### config.mk
export PLATFORM = sky130hd
export DESIGN_NAME = lidar_sector_avoidance
export DESIGN_NICKNAME = d
export VERILOG_FILES = /design/src/design/lsa_pkg.sv /design/src/design/lidar_sector_avoidance.sv /design/src/design/lsa_div.sv /design/src/design/lsa_datapath.sv /design/src/design/lsa_ctrl.sv
export SDC_FILE = /design/constraint.sdc
export NUM_CORES = 2
export LEC_CHECK = 0
export BUFFER_PORTS_ARGS = -buffer_cell sky130_fd_sc_hd__buf_2
export CORE_MARGIN = 2
export CORE_UTILIZATION = 40
export CTS_CLUSTER_DIAMETER = 150
export DETAILED_ROUTE_END_ITERATION = 6
export GPL_TIMING_DRIVEN = 0
export HOLD_SLACK_MARGIN = 0.03
export SETUP_SLACK_MARGIN = 0.5
export SLEW_MARGIN = 10
export SYNTH_ARGS = -nofsm -noshare
export SYNTH_HDL_FRONTEND = slang
export SYNTH_SLANG_ARGS = --single-unit
### constraint.sdc
create_clock -name clk -period 10.3 [get_ports clk]
set_input_delay 2.06 -clock clk [delete_from_list [all_inputs] [get_ports clk]]
set_output_delay 2.06 -clock clk [all_outputs]
set_load 0.02 [all_outputs]
### src/design/lsa_pkg.sv
// shared types and constants of the lidar sector avoidance block
`timescale 1ns / 1ps

package lsa_pkg;

  // fixed field widths
  localparam int RANGE_W  = 16;
  localparam int WIDTH_W  = 13;
  localparam int STR_W    = 12;
  localparam int TOTAL_W  = 28;
  localparam int HITS_W   = 13;
  localparam int PROD_W   = 44;
  localparam int CROSS_W  = TOTAL_W + HITS_W;
  localparam int DIV_N_W  = 28;
  localparam int ROLL_W   = 13;
  localparam int YAW_W    = 9;
  localparam int RMAG_W   = 12;
  localparam int YMAG_W   = 8;

  // no-return samples and saturation limits
  localparam logic [RANGE_W-1:0] NO_RETURN_MM = 16'd10000;
  localparam logic [TOTAL_W-1:0] TOTAL_MAX    = 28'hFFF_FFFF;
  localparam logic [HITS_W-1:0]  HITS_MAX     = 13'd8191;

  // register reset values
  localparam logic [WIDTH_W-1:0] SCAN_WIDTH_RST  = 13'd512;
  localparam logic [RANGE_W-1:0] DETECT_RST      = 16'd3000;
  localparam logic [RANGE_W-1:0] CRITICAL_RST    = 16'd800;
  localparam logic [STR_W-1:0]   STRENGTH_RST    = 12'd384;

  // register indexes on the config port
  localparam logic [1:0] REG_SCAN_WIDTH = 2'd0;
  localparam logic [1:0] REG_DETECT     = 2'd1;
  localparam logic [1:0] REG_CRITICAL   = 2'd2;
  localparam logic [1:0] REG_STRENGTH   = 2'd3;

  typedef struct packed {
    logic [WIDTH_W-1:0] scan_width;
    logic [RANGE_W-1:0] detect_mm;
    logic [RANGE_W-1:0] critical_mm;
    logic [STR_W-1:0]   strength_q8;
  } cfg_t;

  // shared multiplier operand select
  typedef enum logic [1:0] {
    MUL_LEFT_X   = 2'd0,
    MUL_RIGHT_X  = 2'd1,
    MUL_STRENGTH = 2'd2
  } mul_sel_t;

  typedef struct packed {
    logic     acc;
    logic     check;
    logic     mul_en;
    mul_sel_t mul_sel;
    logic     div_start;
    logic     div_yaw;
    logic     cap_roll;
    logic     cap_yaw;
    logic     finish;
  } cmd_t;

  typedef struct packed {
    logic avoid_case;
    logic div_done;
    logic out_free;
  } status_t;

endpackage

### src/design/lidar_sector_avoidance.sv
// top level: config registers, controller and datapath of the sector avoidance block
// a sample beat is taken every cycle while the block gathers a scan
// on the scan-end beat: the result passes check and finish when clear or critical;
//   avoiding adds three products and two 28-step restoring divisions on one divider
// no sample is taken from the scan-end beat until the result is loaded
// rst is synchronous: registers return to their defaults, accumulators clear
`timescale 1ns / 1ps

module lidar_sector_avoidance #(
  parameter int MAX_SCAN = 4096
) (
  input  logic        clk,
  input  logic        rst,
  // config port
  input  logic        psel,
  input  logic        penable,
  input  logic        pwrite,
  input  logic [3:0]  paddr,
  input  logic [31:0] pwdata,
  output logic [31:0] prdata,
  output logic        pready,
  // sample channel
  input  logic        in_valid,
  output logic        in_ready,
  input  logic [15:0] range_mm,
  input  logic        no_return,
  input  logic        scan_end,
  // result channel
  output logic        out_valid,
  input  logic        out_ready,
  output logic        hard_stop,
  output logic        avoiding,
  output logic signed [12:0] avoid_roll,
  output logic signed [8:0]  avoid_yaw,
  output logic [15:0] closest_mm
);
  import lsa_pkg::*;

  cfg_t    cfg;
  cmd_t    cmd;
  status_t status;

  assign pready = 1'b1;

  // register writes
  always_ff @(posedge clk) begin
    if (rst) begin
      cfg.scan_width  <= SCAN_WIDTH_RST;
      cfg.detect_mm   <= DETECT_RST;
      cfg.critical_mm <= CRITICAL_RST;
      cfg.strength_q8 <= STRENGTH_RST;
    end else if (psel && penable && pwrite) begin
      case (paddr[3:2])
        REG_SCAN_WIDTH: cfg.scan_width  <= pwdata[WIDTH_W-1:0];
        REG_DETECT:     cfg.detect_mm   <= pwdata[RANGE_W-1:0];
        REG_CRITICAL:   cfg.critical_mm <= pwdata[RANGE_W-1:0];
        REG_STRENGTH:   cfg.strength_q8 <= pwdata[STR_W-1:0];
        default: begin
        end
      endcase
    end
  end

  // register reads
  always_comb begin
    case (paddr[3:2])
      REG_SCAN_WIDTH: prdata = 32'(cfg.scan_width);
      REG_DETECT:     prdata = 32'(cfg.detect_mm);
      REG_CRITICAL:   prdata = 32'(cfg.critical_mm);
      REG_STRENGTH:   prdata = 32'(cfg.strength_q8);
      default:        prdata = '0;
    endcase
  end

  lsa_ctrl u_ctrl (
    .clk      (clk),
    .rst      (rst),
    .in_valid (in_valid),
    .scan_end (scan_end),
    .in_ready (in_ready),
    .status   (status),
    .cmd      (cmd)
  );

  lsa_datapath #(
    .MAX_SCAN (MAX_SCAN)
  ) u_dp (
    .clk           (clk),
    .rst           (rst),
    .cmd           (cmd),
    .status        (status),
    .cfg           (cfg),
    .range_mm      (range_mm),
    .no_return     (no_return),
    .scan_end      (scan_end),
    .out_valid     (out_valid),
    .out_ready     (out_ready),
    .hard_stop     (hard_stop),
    .avoiding      (avoiding),
    .avoid_roll    (avoid_roll),
    .avoid_yaw     (avoid_yaw),
    .closest_mm    (closest_mm)
  );

endmodule

### src/design/lsa_div.sv
// restoring divider, one quotient bit per cycle
`timescale 1ns / 1ps

module lsa_div (
  input  logic                        clk,
  input  logic                        rst,
  input  logic                        start,
  input  logic [lsa_pkg::DIV_N_W-1:0] num,
  input  logic [lsa_pkg::RANGE_W-1:0] den,
  output logic                        done,
  output logic [lsa_pkg::DIV_N_W-1:0] quo
);
  import lsa_pkg::*;

  localparam int CNT_W = $clog2(DIV_N_W);
  localparam logic [CNT_W-1:0] CNT_LAST = CNT_W'(DIV_N_W - 1);

  logic               busy;
  logic [CNT_W-1:0]   cnt;
  logic [RANGE_W-1:0] rem;
  logic [RANGE_W:0]   trial;
  logic [RANGE_W:0]   diff;
  logic               ge;

  // one trial subtraction per step
  assign trial = {rem, quo[DIV_N_W-1]};
  assign ge    = trial >= {1'b0, den};
  assign diff  = trial - {1'b0, den};

  // control
  always_ff @(posedge clk) begin
    if (rst) begin
      busy <= 1'b0;
      cnt  <= '0;
      done <= 1'b0;
    end else begin
      done <= busy && (cnt == CNT_LAST);
      if (start) begin
        busy <= 1'b1;
        cnt  <= '0;
      end else if (busy) begin
        cnt <= cnt + 1'b1;
        if (cnt == CNT_LAST) begin
          busy <= 1'b0;
        end
      end
    end
  end

  // remainder and quotient shift
  always_ff @(posedge clk) begin
    if (start) begin
      rem <= '0;
      quo <= num;
    end else if (busy) begin
      rem <= ge ? diff[RANGE_W-1:0] : trial[RANGE_W-1:0];
      quo <= {quo[DIV_N_W-2:0], ge};
    end
  end

endmodule

### src/design/lsa_datapath.sv
// accumulators, shared multiplier, divider and result register
`timescale 1ns / 1ps

module lsa_datapath #(
  parameter int MAX_SCAN = 4096
) (
  input  logic                         clk,
  input  logic                         rst,
  input  lsa_pkg::cmd_t                cmd,
  output lsa_pkg::status_t             status,
  input  lsa_pkg::cfg_t                cfg,
  input  logic [lsa_pkg::RANGE_W-1:0]  range_mm,
  input  logic                         no_return,
  input  logic                         scan_end,
  output logic                         out_valid,
  input  logic                         out_ready,
  output logic                         hard_stop,
  output logic                         avoiding,
  output logic signed [lsa_pkg::ROLL_W-1:0] avoid_roll,
  output logic signed [lsa_pkg::YAW_W-1:0]  avoid_yaw,
  output logic [lsa_pkg::RANGE_W-1:0]  closest_mm
);
  import lsa_pkg::*;

  localparam int IDX_W = $clog2(MAX_SCAN);
  localparam int CMP_W = (IDX_W > WIDTH_W - 1) ? IDX_W : WIDTH_W - 1;
  localparam logic [IDX_W-1:0] IDX_MAX = IDX_W'(MAX_SCAN - 1);

  logic [IDX_W-1:0]   sample_index;
  logic [RANGE_W-1:0] closest_range;
  logic [TOTAL_W-1:0] left_total, right_total;
  logic [HITS_W-1:0]  left_hits, right_hits;

  logic [RANGE_W-1:0] v;
  logic               hit, in_right;
  logic [TOTAL_W:0]   left_added, right_added;

  logic               crit_r, avoid_r;
  logic [CROSS_W-1:0] cross_l, cross_r;
  logic [TOTAL_W-1:0] prod_s;
  logic [RMAG_W-1:0]  rmag;
  logic [YMAG_W-1:0]  ymag;

  logic [TOTAL_W-1:0] ln, rn;
  logic [HITS_W-1:0]  ld, rd;
  logic [RANGE_W-1:0] diff;
  logic [TOTAL_W-1:0] mul_a;
  logic [RANGE_W-1:0] mul_b;
  logic [PROD_W-1:0]  mul_p;
  logic [DIV_N_W-1:0] div_num;
  logic [DIV_N_W-1:0] div_quo;
  logic               div_done;
  logic               left_less;

  // sample conditioning and sector split
  assign v        = no_return ? NO_RETURN_MM : range_mm;
  assign hit      = v < cfg.detect_mm;
  assign in_right = CMP_W'(sample_index) < CMP_W'(cfg.scan_width[WIDTH_W-1:1]);
  assign left_added  = {1'b0, left_total} + (TOTAL_W+1)'(v);
  assign right_added = {1'b0, right_total} + (TOTAL_W+1)'(v);

  // scan accumulators
  always_ff @(posedge clk) begin
    if (rst || cmd.finish) begin
      sample_index  <= '0;
      closest_range <= '1;
      left_total    <= '0;
      right_total   <= '0;
      left_hits     <= '0;
      right_hits    <= '0;
    end else if (cmd.acc) begin
      if (v < closest_range) begin
        closest_range <= v;
      end
      if (hit && in_right) begin
        right_total <= right_added[TOTAL_W] ? TOTAL_MAX : right_added[TOTAL_W-1:0];
        if (right_hits != HITS_MAX) begin
          right_hits <= right_hits + 1'b1;
        end
      end
      if (hit && !in_right) begin
        left_total <= left_added[TOTAL_W] ? TOTAL_MAX : left_added[TOTAL_W-1:0];
        if (left_hits != HITS_MAX) begin
          left_hits <= left_hits + 1'b1;
        end
      end
      if (!scan_end && sample_index != IDX_MAX) begin
        sample_index <= sample_index + 1'b1;
      end
    end
  end

  // sector averages as fractions, empty sector reads as the no-return range
  assign ln   = (left_hits != '0) ? left_total : TOTAL_W'(NO_RETURN_MM);
  assign ld   = (left_hits != '0) ? left_hits : HITS_W'(1);
  assign rn   = (right_hits != '0) ? right_total : TOTAL_W'(NO_RETURN_MM);
  assign rd   = (right_hits != '0) ? right_hits : HITS_W'(1);
  assign diff = cfg.detect_mm - closest_range;

  // shared multiplier operands
  always_comb begin
    case (cmd.mul_sel)
      MUL_LEFT_X: begin
        mul_a = ln;
        mul_b = RANGE_W'(rd);
      end
      MUL_RIGHT_X: begin
        mul_a = rn;
        mul_b = RANGE_W'(ld);
      end
      MUL_STRENGTH: begin
        mul_a = TOTAL_W'(diff);
        mul_b = RANGE_W'(cfg.strength_q8);
      end
      default: begin
        mul_a = '0;
        mul_b = '0;
      end
    endcase
  end

  assign mul_p = PROD_W'(mul_a) * PROD_W'(mul_b);

  // product registers
  always_ff @(posedge clk) begin
    if (cmd.mul_en) begin
      case (cmd.mul_sel)
        MUL_LEFT_X:   cross_l <= mul_p[CROSS_W-1:0];
        MUL_RIGHT_X:  cross_r <= mul_p[CROSS_W-1:0];
        MUL_STRENGTH: prod_s  <= mul_p[TOTAL_W-1:0];
        default: begin
        end
      endcase
    end
  end

  // rounded dividends for the roll and yaw magnitudes
  assign div_num = cmd.div_yaw
    ? DIV_N_W'({diff, 7'b0}) + DIV_N_W'(cfg.detect_mm[RANGE_W-1:1])
    : prod_s + DIV_N_W'(cfg.detect_mm[RANGE_W-1:1]);

  lsa_div u_div (
    .clk   (clk),
    .rst   (rst),
    .start (cmd.div_start),
    .num   (div_num),
    .den   (cfg.detect_mm),
    .done  (div_done),
    .quo   (div_quo)
  );

  // decision flags and magnitudes
  always_ff @(posedge clk) begin
    if (cmd.check) begin
      crit_r  <= (closest_range < cfg.detect_mm) && (closest_range < cfg.critical_mm);
      avoid_r <= status.avoid_case;
    end
    if (cmd.cap_roll) begin
      rmag <= div_quo[RMAG_W-1:0];
    end
    if (cmd.cap_yaw) begin
      ymag <= div_quo[YMAG_W-1:0];
    end
  end

  assign left_less = cross_l < cross_r;

  // result register
  always_ff @(posedge clk) begin
    if (rst) begin
      out_valid <= 1'b0;
    end else if (cmd.finish) begin
      out_valid <= 1'b1;
    end else if (out_ready) begin
      out_valid <= 1'b0;
    end
  end

  always_ff @(posedge clk) begin
    if (cmd.finish) begin
      hard_stop     <= crit_r;
      avoiding      <= avoid_r;
      closest_mm    <= closest_range;
      if (!avoid_r) begin
        avoid_roll <= '0;
        avoid_yaw  <= '0;
      end else if (left_less) begin
        avoid_roll <= ROLL_W'(rmag);
        avoid_yaw  <= YAW_W'(0) - YAW_W'(ymag);
      end else begin
        avoid_roll <= ROLL_W'(0) - ROLL_W'(rmag);
        avoid_yaw  <= YAW_W'(ymag);
      end
    end
  end

  // status to the controller
  assign status.avoid_case = (closest_range < cfg.detect_mm) &&
                             !(closest_range < cfg.critical_mm);
  assign status.div_done   = div_done;
  assign status.out_free   = !out_valid || out_ready;

endmodule

### src/design/lsa_ctrl.sv
// sequencing controller for sample intake and end-of-scan evaluation
`timescale 1ns / 1ps

module lsa_ctrl (
  input  logic             clk,
  input  logic             rst,
  input  logic             in_valid,
  input  logic             scan_end,
  output logic             in_ready,
  input  lsa_pkg::status_t status,
  output lsa_pkg::cmd_t    cmd
);
  import lsa_pkg::*;

  typedef enum logic [9:0] {
    ST_ACC    = 10'b00_0000_0001,
    ST_CHECK  = 10'b00_0000_0010,
    ST_MUL_L  = 10'b00_0000_0100,
    ST_MUL_R  = 10'b00_0000_1000,
    ST_MUL_S  = 10'b00_0001_0000,
    ST_RSTART = 10'b00_0010_0000,
    ST_RWAIT  = 10'b00_0100_0000,
    ST_YSTART = 10'b00_1000_0000,
    ST_YWAIT  = 10'b01_0000_0000,
    ST_FINISH = 10'b10_0000_0000
  } state_t;

  state_t state, state_next;

  assign in_ready = (state == ST_ACC);

  always_ff @(posedge clk) begin
    if (rst) begin
      state <= ST_ACC;
    end else begin
      state <= state_next;
    end
  end

  // next state and commands
  always_comb begin
    state_next = state;
    cmd        = '0;
    cmd.mul_sel = MUL_LEFT_X;
    case (state)
      ST_ACC: begin
        cmd.acc = in_valid;
        if (in_valid && scan_end) begin
          state_next = ST_CHECK;
        end
      end
      ST_CHECK: begin
        cmd.check  = 1'b1;
        state_next = status.avoid_case ? ST_MUL_L : ST_FINISH;
      end
      ST_MUL_L: begin
        cmd.mul_en  = 1'b1;
        cmd.mul_sel = MUL_LEFT_X;
        state_next  = ST_MUL_R;
      end
      ST_MUL_R: begin
        cmd.mul_en  = 1'b1;
        cmd.mul_sel = MUL_RIGHT_X;
        state_next  = ST_MUL_S;
      end
      ST_MUL_S: begin
        cmd.mul_en  = 1'b1;
        cmd.mul_sel = MUL_STRENGTH;
        state_next  = ST_RSTART;
      end
      ST_RSTART: begin
        cmd.div_start = 1'b1;
        state_next    = ST_RWAIT;
      end
      ST_RWAIT: begin
        if (status.div_done) begin
          cmd.cap_roll = 1'b1;
          state_next   = ST_YSTART;
        end
      end
      ST_YSTART: begin
        cmd.div_start = 1'b1;
        cmd.div_yaw   = 1'b1;
        state_next    = ST_YWAIT;
      end
      ST_YWAIT: begin
        if (status.div_done) begin
          cmd.cap_yaw = 1'b1;
          state_next  = ST_FINISH;
        end
      end
      ST_FINISH: begin
        if (status.out_free) begin
          cmd.finish = 1'b1;
          state_next = ST_ACC;
        end
      end
      default: begin
        state_next = ST_ACC;
      end
    endcase
  end

endmodule

==> flow_summary.ini <==
[outcome]
status = completed

[clocking]
cts_root_buf = clkbuf_16
cts_max_path_buffers = 3
clock_sinks = 401
cts_max_level = 2
tritoncts.num_buffers = 46
clk_latency_ns = 0.62
holdBufCountCts = 0
cts_tree = built
clk_pin_slew_worst_paths_ns = 0.06

[global_route]
antenna_found_initial = 1
use_met2_pct = 39.65
grt_pass1_vias = 27310
overflow = 0
busiest_layer = met2
grtUsageMet3_pct = 4.100
grt_pass1_wl_um = 160500
grt_use_met1_pct = 31.64
grt.total_usage_pct = 23.98
grt_start_max_net_pins = 31

[timing]
hold_slack_ns = 0.4281
slew_violations = 0
setup_viol = 0
rsz0062_at_grt = true
slew_headroom_pct = 21.84
tightest_slew_ns = 1.171
fin_skew_ns = 0.02797
period_needed_ns = 9.376
hold_viol = 0
clock.fmax_mhz = 106.7
fin_setup_tns_ns = 0
period_share_pct = 91.03

[cells_and_area]
drive_gt1_share_pct = 6.252
regArea_um2 = 10030
instances_no_fill = 5087
multi_input_area_um2 = 21700
final_area_um2 = 37710
final_util_pct = 44.92
nets = 4545
area_delta_synth_final_pct = 10.86
fillers = 8305

[floorplanning]
num_rows = 106
initial_core_util_pct = 40.52
io_pins = 136
fp.dieW_um = 295.6
core_area_um2 = 83950
die_y_um = 295.6
die-area_um2 = 87400

[synth]
yosys_warnings = 0
syn_avg_cell_area_um2 = 9.079
ys_types = 86
async_flop_share_pct = 0
synth_ff_type = dfxtp_1
synth_seq_cells = 401
synth_area_um2 = 34020
synth_commonest_cells = nand2_1, inv_1, nor2_1
synth_largest_area_cell = edfxtp_1
yosys.area.top_type_share_pct = 17.65
yosysSeqAreaShare_pct = 29.48
syn_inst = 3747
synth_edf_count = 200
netlist_top_cells_area = edfxtp_1, fa_1, dfxtp_1
yosysMostFrequentCell = nand2_1

[setup_path]
critical_path_class = flip-flop to flip-flop
critPathArrivalTime_ns = 9.74
worstPathMaxFanout = 21
required_ns = 10.66
reg2reg_setup_slack_ns = 0.92
end_kind = flip-flop
crit_path_start_kind = flip-flop

[placed_design]
dp_hpwl_um = 82600
place_area_um2 = 36100
io_buffers = 98
gp_congestion = 0.9585
dp_cells = 5001

[job]
cap_violations = 0

[route]
avgViaCountPerCell = 5.465
drc_errors = 0
vias = 27800
wl_um = 103500
wl_per_cell_um = 20.34
drt_iter0_markers = 2308
drt_pre_antenna_iters = 6
antenna_left = 0

[pwr]
power_density_nw_per_um2 = 115.0
p_leak_nw = 16.24
ir_worst_vdd_mv = 0.1157

[min_path]
hp-class = flip-flop to flip-flop
[metal layers]
layer / part of all wire, % / vias to the layer above
met5: 0 / -
met4: 3.6 / 0
met3: 7.4 / 219
met2: 46 / 1037
met1: 43 / 13510
li1: - / 13040
[metrics by stage]
stage	total power, mW	setup WS, ns
after floorplan	2.358	1.937
after global placement	2.607	-0.9746
after detailed placement	2.612	1.018
after CTS	4.350	0.9705
after global routing	4.515	0.5008
final	4.339	0.9240
[final timing paths]
path | from | to | cells past startpoint
setup / recovery | u_ctrl.state[6] | u_dp.prod_s[25] | 26
hold / removal | u_dp.crit_r | u_dp.hard_stop | 0
setup reg to reg | u_ctrl.state[6] | u_dp.prod_s[25] | 26
hold reg to reg | u_dp.crit_r | u_dp.hard_stop | 0
[worst max-delay path, stage by stage (launching register included)]
cell and delay [ns]:
dfxtp_1 0.36, or4_4 0.57, nor2_1 0.21, nand4_1 0.44
inv_2 0.32, buf_2 0.54, nand2_1 0.23, o21ai_1 0.49
clkbuf_1 0.62, nand2_1 0.17, fa_1 0.55, fa_1 0.55
fa_1 0.58, inv_1 0.07, fa_1 0.53, inv_1 0.05
fa_1 0.52, inv_1 0.04, ha_1 0.36, a21o_1 0.19
a21o_1 0.17, a21oi_1 0.13, o21ai_0 0.20, a21oi_1 0.24
o21ai_0 0.21, a311o_1 0.42, xnor2_1 0.35
[kinds of logic after synthesis]
| group | Yosys count | share of synthesized area [%] |
|---|---|---|
| AND/OR/NAND/NOR | 1206 | 16.14 |
| other | 2 | 0.02208 |
| multiplexers | 37 | 1.530 |
| XOR/XNOR | 163 | 4.197 |
| buffers and inverters | 615 | 6.999 |
| adder cells (fa/ha/maj) | 569 | 27.37 |
| AO/OA/AOI/OAI | 754 | 14.26 |
| flip-flops | 401 | 29.48 |
[where the power goes]
part | total, mW | internal [mW] | switching, mW
sequential | 1.77 | 1.71 | 0.0554
clock | 1.73 | 1.02 | 0.715
combinational | 0.838 | 0.310 | 0.528
[cells in the final DEF, fill, tap and decap left out, drive strengths merged, types with 31 or more instances in the layout]
cell,synthesis,final
buf,37,142
inv,466,468
xnor2,103,103
a22oi,32,32
nand3,63,63
nor2,312,312
dfxtp,201,201
ha,277,277
nand2,508,508
clkbuf,112,172
and3,40,40
nand4,35,35
a21o,77,77
edfxtp,200,200
o21ai,157,157
a211oi,38,38
a21oi,224,224
o211ai,32,32
xor2,60,60
o21a,31,31
and2,47,47
nor3,46,46
fa,292,292
nor2b,39,39
[sequential cells by signal (all words and copies together) (netlist names), 13 cells and up]
register / flops
cfg: 57
u_dp.left_hits: 13
u_dp.prod_s: 28
u_dp.closest_range: 16
u_dp.avoid_roll: 13
u_dp.closest_mm: 16
u_dp.right_hits: 13
u_dp.left_total: 28
u_dp.cross_l: 41
u_dp.u_div.rem: 16
u_dp.right_total: 28
u_dp.u_div.quo: 28
u_dp.cross_r: 41
[area by class of cell]
class	count	area share (%)
diodes	2	0.01327
plain buffers	149	1.685
clock buffers	60	3.440
clock inverters	24	0.7697
inverters	466	4.638
multi-input cells	2746	57.54
flip-flops and latches	401	26.59
well taps	1134	3.762
repair buffers	105	1.559
[what timing repair did]
| item | in CTS | in global routing |
|---|---|---|
| endpoints found under the setup margin | 0 | 7 |
| resized for setup | 0 | 4 |
| buffers inserted | 0 | 0 |
No activity file was read; power rests on OpenSTA's default activity.
